### src/design/sseq_pkg.sv
package sseq_pkg;

  localparam int NORM_W = 16;
  localparam int MAG_W = 16;
  localparam int SQ_W = 2 * MAG_W;
  localparam int LEN_W = SQ_W + 1;
  localparam int M_W = 15;
  localparam int M_TOP = M_W - 1;
  localparam int BIT_W = 4;
  localparam int ACC_W = 68;
  localparam int BS_SH = M_TOP + 2;
  localparam int L2_SH = 2 * M_TOP + 2;
  localparam int Q14_SH = 14;
  localparam int ROUND_Q14 = 8192;
  localparam int LW_W = 14;
  localparam int HALF_W = LW_W - 1;
  localparam int OFS_W = 15;
  localparam logic [LW_W-1:0] LW_RESET = 14'd66;
  localparam int VTX_IDX_W = 2;
  localparam logic [VTX_IDX_W-1:0] LAST_IDX = 2'd3;

  typedef struct packed {
    logic signed [NORM_W-1:0] nx;
    logic signed [NORM_W-1:0] ny;
    logic signed [OFS_W-1:0]  ox;
    logic signed [OFS_W-1:0]  oy;
  } seg_t;

endpackage

### src/design/sseq_mul.sv
module sseq_mul (
  input  logic                        clk,
  input  logic [sseq_pkg::MAG_W-1:0]  a,
  input  logic [sseq_pkg::MAG_W-1:0]  b,
  output logic [sseq_pkg::SQ_W-1:0]   p
);
  import sseq_pkg::*;

  always_ff @(posedge clk) begin
    p <= a * b;
  end

endmodule

### src/design/sseq_srch.sv
module sseq_srch (
  input  logic                        clk,
  input  logic                        rst,
  input  logic                        start,
  input  logic [sseq_pkg::LEN_W-1:0]  len,
  input  logic [sseq_pkg::SQ_W-1:0]   dsq,
  output logic                        done,
  output logic [sseq_pkg::M_W-1:0]    m
);
  import sseq_pkg::*;

  logic signed [ACC_W-1:0] acc;
  logic signed [ACC_W-1:0] bs;
  logic signed [ACC_W-1:0] l2;
  logic signed [ACC_W-1:0] rhs;
  logic signed [ACC_W-1:0] trial;
  logic [BIT_W-1:0] bit_idx;
  logic busy;
  logic ok;

  // trial = (2*cand - 1)^2 * len, built up from running terms
  always_comb begin
    trial = acc + bs + l2;
    ok = (trial <= rhs);
  end

  always_ff @(posedge clk) begin
    if (rst) begin
      busy <= 1'b0;
      done <= 1'b0;
    end else begin
      done <= 1'b0;
      if (start) begin
        busy <= 1'b1;
      end else if (busy && bit_idx == '0) begin
        busy <= 1'b0;
        done <= 1'b1;
      end
    end
  end

  always_ff @(posedge clk) begin
    if (start) begin
      acc <= $signed(ACC_W'(len));
      bs <= -($signed(ACC_W'(len)) <<< BS_SH);
      l2 <= $signed(ACC_W'(len)) <<< L2_SH;
      rhs <= $signed(ACC_W'(dsq)) <<< L2_SH;
      m <= '0;
      bit_idx <= BIT_W'(M_TOP);
    end else if (busy) begin
      if (ok) begin
        acc <= trial;
        m[bit_idx] <= 1'b1;
        bs <= (bs >>> 1) + l2;
      end else begin
        bs <= bs >>> 1;
      end
      l2 <= l2 >>> 2;
      bit_idx <= bit_idx - 1'b1;
    end
  end

endmodule

### src/design/sseq_vtx.sv
module sseq_vtx #(
  parameter int COORD_WIDTH = 16
) (
  input  logic                                clk,
  input  logic                                rst,
  input  logic                                load,
  output logic                                free,
  input  logic signed [COORD_WIDTH-1:0]       prev_x,
  input  logic signed [COORD_WIDTH-1:0]       prev_y,
  input  logic signed [COORD_WIDTH-1:0]       cur_x,
  input  logic signed [COORD_WIDTH-1:0]       cur_y,
  input  sseq_pkg::seg_t                      seg,
  output logic                                out_valid,
  input  logic                                out_ready,
  output logic signed [COORD_WIDTH-1:0]       vertex_x,
  output logic signed [COORD_WIDTH-1:0]       vertex_y,
  output logic signed [sseq_pkg::NORM_W-1:0]  normal_x,
  output logic signed [sseq_pkg::NORM_W-1:0]  normal_y,
  output logic                                last_of_run
);
  import sseq_pkg::*;

  localparam int SW = ((COORD_WIDTH > OFS_W) ? COORD_WIDTH : OFS_W) + 1;
  localparam logic signed [SW-1:0] CMAX =
    {{(SW-COORD_WIDTH+1){1'b0}}, {(COORD_WIDTH-1){1'b1}}};
  localparam logic signed [SW-1:0] CMIN = ~CMAX;

  logic busy;
  logic [VTX_IDX_W-1:0] idx;
  logic signed [COORD_WIDTH-1:0] px, py, cx, cy;
  seg_t sg;

  logic plus;
  logic signed [COORD_WIDTH-1:0] bx, by;
  logic signed [OFS_W-1:0] ofx, ofy;
  logic signed [SW-1:0] sum_x, sum_y;

  always_comb begin
    plus = !idx[0];
    bx = idx[1] ? cx : px;
    by = idx[1] ? cy : py;
    ofx = plus ? sg.ox : -sg.ox;
    ofy = plus ? sg.oy : -sg.oy;
    sum_x = SW'(bx) + SW'(ofx);
    sum_y = SW'(by) + SW'(ofy);
    if (sum_x > CMAX) begin
      vertex_x = CMAX[COORD_WIDTH-1:0];
    end else if (sum_x < CMIN) begin
      vertex_x = CMIN[COORD_WIDTH-1:0];
    end else begin
      vertex_x = sum_x[COORD_WIDTH-1:0];
    end
    if (sum_y > CMAX) begin
      vertex_y = CMAX[COORD_WIDTH-1:0];
    end else if (sum_y < CMIN) begin
      vertex_y = CMIN[COORD_WIDTH-1:0];
    end else begin
      vertex_y = sum_y[COORD_WIDTH-1:0];
    end
    normal_x = plus ? sg.nx : -sg.nx;
    normal_y = plus ? sg.ny : -sg.ny;
    last_of_run = (idx == LAST_IDX);
    out_valid = busy;
    free = !busy;
  end

  always_ff @(posedge clk) begin
    if (rst) begin
      busy <= 1'b0;
      idx <= '0;
    end else if (load) begin
      busy <= 1'b1;
      idx <= '0;
    end else if (busy && out_ready) begin
      idx <= idx + 1'b1;
      if (idx == LAST_IDX) begin
        busy <= 1'b0;
      end
    end
  end

  always_ff @(posedge clk) begin
    if (load) begin
      px <= prev_x;
      py <= prev_y;
      cx <= cur_x;
      cy <= cur_y;
      sg <= seg;
    end
  end

endmodule

### src/design/stroke_segment_quad_expander.sv
// Thick-line quad expander for pen strokes, with normals in signed Q1.14. A
// commit and the first point of a stroke are taken without leaving the idle state
// and give no vertices. A point that closes a segment holds in_ready low from
// when it is taken until its segment is handed on. It passes through the
// registered difference, the pre-scaling shifts (none at COORD_WIDTH 16, one per
// bit of |dx| or |dy| beyond 16 bits otherwise), the squared length on the shared
// 16x16 multiplier, two passes (15 bit steps) of the shift-add-compare search for
// the rounded Q1.14 normal, the offsets and the hand-off. A point equal to the
// previous one skips both search passes. The four vertices then leave from the
// output stage one per cycle with out_ready high, while the next item is already
// taken; a segment finished before the previous quad has drained waits in place.
// line_width is taken at any time cfg_valid is high.
module stroke_segment_quad_expander #(
  parameter int COORD_WIDTH = 16
) (
  input  logic                                clk,
  input  logic                                rst,
  input  logic                                cfg_valid,
  output logic                                cfg_ready,
  input  logic [sseq_pkg::LW_W-1:0]           cfg_data,
  input  logic                                in_valid,
  output logic                                in_ready,
  input  logic                                action,
  input  logic signed [COORD_WIDTH-1:0]       point_x,
  input  logic signed [COORD_WIDTH-1:0]       point_y,
  output logic                                out_valid,
  input  logic                                out_ready,
  output logic signed [COORD_WIDTH-1:0]       vertex_x,
  output logic signed [COORD_WIDTH-1:0]       vertex_y,
  output logic signed [sseq_pkg::NORM_W-1:0]  normal_x,
  output logic signed [sseq_pkg::NORM_W-1:0]  normal_y,
  output logic                                last_of_run
);
  import sseq_pkg::*;

  localparam int DW = COORD_WIDTH + 1;
  localparam int MW = (DW > MAG_W + 1) ? DW : MAG_W + 1;

  localparam logic [3:0] S_IDLE  = 4'd0;
  localparam logic [3:0] S_SCALE = 4'd1;
  localparam logic [3:0] S_SQX   = 4'd2;
  localparam logic [3:0] S_SQY   = 4'd3;
  localparam logic [3:0] S_LEN   = 4'd4;
  localparam logic [3:0] S_INIT  = 4'd5;
  localparam logic [3:0] S_WAIT  = 4'd6;
  localparam logic [3:0] S_OX    = 4'd7;
  localparam logic [3:0] S_OY    = 4'd8;
  localparam logic [3:0] S_OYD   = 4'd9;
  localparam logic [3:0] S_HAND  = 4'd10;

  logic [3:0] state;
  logic [LW_W-1:0] line_width;
  logic stroke_active;
  logic segment_emitted;
  logic signed [COORD_WIDTH-1:0] prev_x, prev_y, cur_x, cur_y;
  logic [MW-1:0] magx, magy;
  logic sx_neg, sy_pos;
  logic [SQ_W-1:0] sqx, sqy;
  logic [LEN_W-1:0] len;
  logic comp;
  logic [M_W-1:0] mx, my;
  logic [OFS_W-2:0] oxm, oym;

  logic signed [DW-1:0] dx, dy;
  logic [DW-1:0] adx, ady;
  logic big;
  logic [MAG_W-1:0] ax, ay;
  logic [MAG_W-1:0] mul_a, mul_b;
  logic [SQ_W-1:0] mul_p;
  logic [SQ_W-1:0] prod_rnd;
  logic [HALF_W-1:0] half;
  logic srch_start, srch_done;
  logic [M_W-1:0] srch_m;
  logic [SQ_W-1:0] dsq;
  logic vtx_free, vtx_load;
  seg_t seg;

  always_comb begin
    dx = {point_x[COORD_WIDTH-1], point_x} - {prev_x[COORD_WIDTH-1], prev_x};
    dy = {point_y[COORD_WIDTH-1], point_y} - {prev_y[COORD_WIDTH-1], prev_y};
    adx = dx[DW-1] ? -dx : dx;
    ady = dy[DW-1] ? -dy : dy;
    big = (|magx[MW-1:MAG_W]) || (|magy[MW-1:MAG_W]);
    ax = magx[MAG_W-1:0];
    ay = magy[MAG_W-1:0];
    half = line_width[LW_W-1:1];
    mul_a = '0;
    mul_b = '0;
    case (state)
      S_SQX: begin
        mul_a = ax;
        mul_b = ax;
      end
      S_SQY: begin
        mul_a = ay;
        mul_b = ay;
      end
      S_OX: begin
        mul_a = MAG_W'(mx);
        mul_b = MAG_W'(half);
      end
      S_OY: begin
        mul_a = MAG_W'(my);
        mul_b = MAG_W'(half);
      end
      default: begin
        mul_a = '0;
        mul_b = '0;
      end
    endcase
    prod_rnd = mul_p + SQ_W'(ROUND_Q14);
    srch_start = (state == S_INIT);
    dsq = comp ? sqx : sqy;
    in_ready = (state == S_IDLE);
    cfg_ready = 1'b1;
    vtx_load = (state == S_HAND) && vtx_free;
    seg.nx = sy_pos ? -NORM_W'(mx) : NORM_W'(mx);
    seg.ny = sx_neg ? -NORM_W'(my) : NORM_W'(my);
    seg.ox = sy_pos ? -OFS_W'(oxm) : OFS_W'(oxm);
    seg.oy = sx_neg ? -OFS_W'(oym) : OFS_W'(oym);
  end

  sseq_mul u_mul (
    .clk (clk),
    .a   (mul_a),
    .b   (mul_b),
    .p   (mul_p)
  );

  sseq_srch u_srch (
    .clk   (clk),
    .rst   (rst),
    .start (srch_start),
    .len   (len),
    .dsq   (dsq),
    .done  (srch_done),
    .m     (srch_m)
  );

  sseq_vtx #(
    .COORD_WIDTH (COORD_WIDTH)
  ) u_vtx (
    .clk         (clk),
    .rst         (rst),
    .load        (vtx_load),
    .free        (vtx_free),
    .prev_x      (prev_x),
    .prev_y      (prev_y),
    .cur_x       (cur_x),
    .cur_y       (cur_y),
    .seg         (seg),
    .out_valid   (out_valid),
    .out_ready   (out_ready),
    .vertex_x    (vertex_x),
    .vertex_y    (vertex_y),
    .normal_x    (normal_x),
    .normal_y    (normal_y),
    .last_of_run (last_of_run)
  );

  always_ff @(posedge clk) begin
    if (rst) begin
      state <= S_IDLE;
      line_width <= LW_RESET;
      stroke_active <= 1'b0;
      segment_emitted <= 1'b0;
      prev_x <= '0;
      prev_y <= '0;
      comp <= 1'b0;
    end else begin
      if (cfg_valid) begin
        line_width <= cfg_data;
      end
      case (state)
        S_IDLE: begin
          if (in_valid) begin
            if (action) begin
              if (stroke_active && segment_emitted) begin
                stroke_active <= 1'b0;
                segment_emitted <= 1'b0;
              end
            end else if (!stroke_active) begin
              prev_x <= point_x;
              prev_y <= point_y;
              stroke_active <= 1'b1;
            end else begin
              state <= S_SCALE;
            end
          end
        end
        S_SCALE: begin
          if (!big) begin
            state <= S_SQX;
          end
        end
        S_SQX: state <= S_SQY;
        S_SQY: state <= S_LEN;
        S_LEN: begin
          comp <= 1'b0;
          state <= (ax == '0 && ay == '0) ? S_OX : S_INIT;
        end
        S_INIT: state <= S_WAIT;
        S_WAIT: begin
          if (srch_done) begin
            if (!comp) begin
              comp <= 1'b1;
              state <= S_INIT;
            end else begin
              state <= S_OX;
            end
          end
        end
        S_OX:  state <= S_OY;
        S_OY:  state <= S_OYD;
        S_OYD: state <= S_HAND;
        S_HAND: begin
          if (vtx_free) begin
            prev_x <= cur_x;
            prev_y <= cur_y;
            segment_emitted <= 1'b1;
            state <= S_IDLE;
          end
        end
        default: state <= S_IDLE;
      endcase
    end
  end

  always_ff @(posedge clk) begin
    case (state)
      S_IDLE: begin
        cur_x <= point_x;
        cur_y <= point_y;
        magx <= MW'(adx);
        magy <= MW'(ady);
        sx_neg <= dx[DW-1];
        sy_pos <= !dy[DW-1] && (dy != '0);
      end
      S_SCALE: begin
        if (big) begin
          magx <= magx >> 1;
          magy <= magy >> 1;
        end
      end
      S_SQY: sqx <= mul_p;
      S_LEN: begin
        sqy <= mul_p;
        len <= LEN_W'(sqx) + LEN_W'(mul_p);
        mx <= '0;
        my <= '0;
      end
      S_WAIT: begin
        if (srch_done) begin
          if (!comp) begin
            mx <= srch_m;
          end else begin
            my <= srch_m;
          end
        end
      end
      S_OY:  oxm <= prod_rnd[Q14_SH +: OFS_W-1];
      S_OYD: oym <= prod_rnd[Q14_SH +: OFS_W-1];
      default: begin
      end
    endcase
  end

  a_done_in_wait: assert property (@(posedge clk) disable iff (rst)
    srch_done |-> state == S_WAIT)
    else $error("normal search finished outside its wait state");

  a_norm_range: assert property (@(posedge clk) disable iff (rst)
    srch_done |-> srch_m <= M_W'(16384))
    else $error("normal magnitude above one");

  a_emit_active: assert property (@(posedge clk) disable iff (rst)
    segment_emitted |-> stroke_active)
    else $error("segment flag set with no active stroke");

  a_load_free: assert property (@(posedge clk) disable iff (rst)
    state == S_HAND && !vtx_free |=> state == S_HAND)
    else $error("segment left hand-off before output stage was free");

endmodule

### config.mk
export PLATFORM = sky130hd
export DESIGN_NAME = stroke_segment_quad_expander
export DESIGN_NICKNAME = d
export VERILOG_FILES = /design/src/design/sseq_pkg.sv /design/src/design/sseq_mul.sv /design/src/design/sseq_srch.sv /design/src/design/sseq_vtx.sv /design/src/design/stroke_segment_quad_expander.sv
export SDC_FILE = /design/constraint.sdc
export NUM_CORES = 2
export LEC_CHECK = 0
export ABC_AREA = 0
export BUFFER_PORTS_ARGS = -buffer_cell sky130_fd_sc_hd__buf_4
export CAP_MARGIN = 20
export CELL_PAD_IN_SITES_DETAIL_PLACEMENT = 0
export CELL_PAD_IN_SITES_GLOBAL_PLACEMENT = 1
export CORE_MARGIN = 3
export CORE_UTILIZATION = 50
export DETAILED_ROUTE_END_ITERATION = 8
export GPL_TIMING_DRIVEN = 0
export PLACE_DENSITY = 0.82
export SLEW_MARGIN = 20
export SYNTH_ARGS = -nofsm -noshare
export SYNTH_HDL_FRONTEND = slang
export SYNTH_SLANG_ARGS = --single-unit
### constraint.sdc
create_clock -name clk -period 9.7 [get_ports clk]
set_input_delay 0.97 -clock clk [delete_from_list [all_inputs] [get_ports clk]]
set_output_delay 0.97 -clock clk [all_outputs]
set_load 0.01 [all_outputs]
==> impl_metrics.yaml <==
sta:
  finalCritPeriodShare_pct: 96.0
  finalSetupViolCount: 0
  hold_viol: 0
  rsz0062_at_grt: "no"
  worst_clock_skew_ns: 0.0334
  slew_violations: 0
  finalCriticalPeriod_ns: 9.31
  relSlewSlack_pct: 18.4
  worst_pin_slew_ns: 1.22
  fmax_mhz: 107
  setup_slack_ns: 0.390
final_layout:
  area_growth_pct: 11.0
  fillCellCount: 9184
  layout.cells.non_filler: 6992
  layout-drive-gt1-share_pct: 7.56
  final_nets: 6256
  fin_util_pct: 56.2
routing:
  firstDrtPassIters: 6
  totalWireLength_mm: 162
  drtAntennaViolNets: 0
  routed-via-count: 41300
  via_per_inst: 5.91
  drt_iter0_markers: 3673
  route.detailed.drc: 0
  drt-wirelength-per-cell_um: 23.2
worst_setup_path:
  critPathTopFamily: "compound AO/OA/AOI/OAI gates"
  worstSetupEndpointType: "register"
  cp_max_fo: 10
  critPathBufInv: 3
  cpPeakStageDelay_ns: 0.53
  crit_top_cell: "nand4_1"
  arrival_ns: 9.80
  crit_required_ns: 10.19
  start_kind: "register"
  cp_slowest_cell: "xor2_1"
  crit_type: "reg -> reg"
die:
  dieArea_sq_um: 107000
  coreArea_sq_um: 102000
  row_count: 117
  dieWidth_um: 328
  start_util_pct: 50.6
  die_y_um: 328
  pin_count: 120
clocking:
  clk_pin_slew_ns: 0.06
  cts_buffers: 78
  ctsHtreeMaxLevel: 3
  root_buffer: "clkbuf_16"
  clk_path_buf_depth: 3
  clock_latency_ns: 0.67
  cts_tree: "done"
  ctsHoldBuffers: 0
  cts_sinks: 688
global_routing:
  grt_pass1_vias: 41000
  grt_pass1_wl_mm: 246
  antenna_found_initial: 2
  grt_max_degree: 80
  grt_use_total_pct: 30.0
  grt_overflow: 0
synthesis:
  yosysWarnings: 0
  syn_area_per_cell_sq_um: 9.68
  netlist_instances: 5342
  synth_cell_types: 88
  yosysTopAreaCell: "edfxtp_1"
  mappedNetlistNets: 6041
  yosysSeqAreaShare_pct: 36.6
  synth_top_area_share_pct: 29.9
  synth-edff-count: 515
  async_flop_share_pct: 0
  synth_area_sq_um: 51700
  ys_top_cells_by_area: "edfxtp_1 (30%), fa_1 (10%), ha_1 (9.3%), dfxtp_1 (6.7%), xnor2_1 (4.8%)"
  synth-seq-cells: 688
  yosys_most_used_dff: "edfxtp_1"
place:
  gp_congestion: 1.02
  post-dp-hpwl_mm: 130
  port_buffers: 115
  placed_cells: 6848
  pre_cts_ws_ns: -1.35
pwr:
  power_density_nw_per_um2: 161
  p_leak_nw: 23.4
  ir_drop_uv: 163
  p_total_mw: 9.23
job:
  cap_violations: 0
run_status:
  status: "finished clean"
hold_path:
  hold_path.class: "reg -> reg"
[kinds of logic after synthesis]
family / count (synthesis) / share of synthesized area, %
and+or+nand+nor: 1641 / 14.6
AOI/OAI and AO/OA: 1184 / 14.7
DFF: 688 / 36.6
adders and majority gates: 647 / 19.5
buffers and inverters: 628 / 4.65
xor gates and xnor gates: 389 / 6.59
muxes: 164 / 3.34
other: 1 / 0.00725
[registers in the layout, summed over array words and instances, names as in the netlist, 15 cells and up]
register,count
sqy,32
mx,15
u_vtx.cx,16
cur_y,16
cur_x,16
u_srch.m,15
sqx,32
u_vtx.sg,62
u_vtx.px,16
len,33
magx,17
u_srch.rhs,32
u_mul.p,32
my,15
prev_y,16
u_vtx.cy,16
prev_x,16
magy,17
u_vtx.py,16
u_srch.acc,68
u_srch.bs,68
u_srch.l2,63
[cells in the final DEF (no fill, tap or decap), types with 41 or more instances in the layout]
cell	instances
mux2_2	66
or3_1	59
dfxtp_1	173
and2_1	50
o21a_1	60
clkbuf_1	185
nor2b_1	41
nand2_1	571
a211oi_1	61
buf_4	134
edfxtp_1	515
fa_1	264
nand2b_1	55
ha_1	383
nand3_1	107
o31ai_1	49
a31oi_1	45
inv_1	406
xor2_1	104
nand4_1	54
nor3_1	89
a21oi_1	316
clkbuf_16	80
xnor2_1	284
nor2_1	453
mux2i_1	97
a21o_1	114
o21ai_0	236
[per-layer routing]
metal	up-vias	track usage (%)	share of wire (%)
met5	-	0	0
met4	0	12.7	4.7
met3	311	3.87	6.2
met2	1404	50.2	48
met1	20200	39.2	42
li1	19400	-	-
[synth_stat cells (97+ instances only)]
library cell and n:
a21o_1 114, a21oi_1 318, clkbuf_1 177, dfxtp_1 173
edfxtp_1 515, fa_1 264, ha_1 383, inv_1 407
mux2i_1 97, nand2_1 574, nand3_1 107, nor2_1 455
o21ai_0 238, xnor2_1 285, xor2_1 104
[power by group]
part / internal, mW / switching, mW / total (mW)
clock: 1.72 / 1.30 / 3.02
combinational: 0.943 / 1.72 / 2.66
sequential: 3.39 / 0.157 / 3.55
[through the flow]
| step | hold slack (ns) | cell area (sq um) | TNS, ns |
|---|---|---|---|
| floorplan | 0.421 | 51700 | 0 |
| global placement | 0.431 | 54300 | -140.52 |
| detailed placement | 0.434 | 54700 | -103.42 |
| CTS | 0.440 | 57300 | 0 |
| global route | 0.447 | 57400 | 0 |
| finish | 0.442 | 57400 | 0 |
[repair_timing]
action	4_1_cts	5_1_grt
endpoints found under the setup margin	153	111
pin swaps	2	2
buffers inserted	1	2
gates resized for setup	15	17
hold endpoints to repair	0	0
[final timing paths]
| path | startpoint | endpoint | slack [ns] | cells past startpoint |
|---|---|---|---|---|
| worst max-delay path | u_srch.bs[9] | u_srch.bs[41] | 0.39 | 28 |
| worst min-delay path | cur_x[7] | u_vtx.cx[7] | 0.44 | 0 |
| worst max register to register | u_srch.bs[9] | u_srch.bs[41] | 0.39 | 28 |
| worst min register to register | cur_x[7] | u_vtx.cx[7] | 0.44 | 0 |
[cell type report]
class / count / area [sq um] / share of cell area, %
buffer: 211 / 848 / 1.48
clock inverter: 41 / 412 / 0.717
multi-input combinational: 4026 / 30600 / 53.3
timing repair buffer: 141 / 1170 / 2.04
sequential: 688 / 18900 / 33.0
clock buffer: 105 / 2170 / 3.77
antenna: 1 / 2.50 / 0.00436
tap: 1368 / 1710 / 2.98
inverter: 411 / 1550 / 2.70
Power figures use the tool's default switching activity.
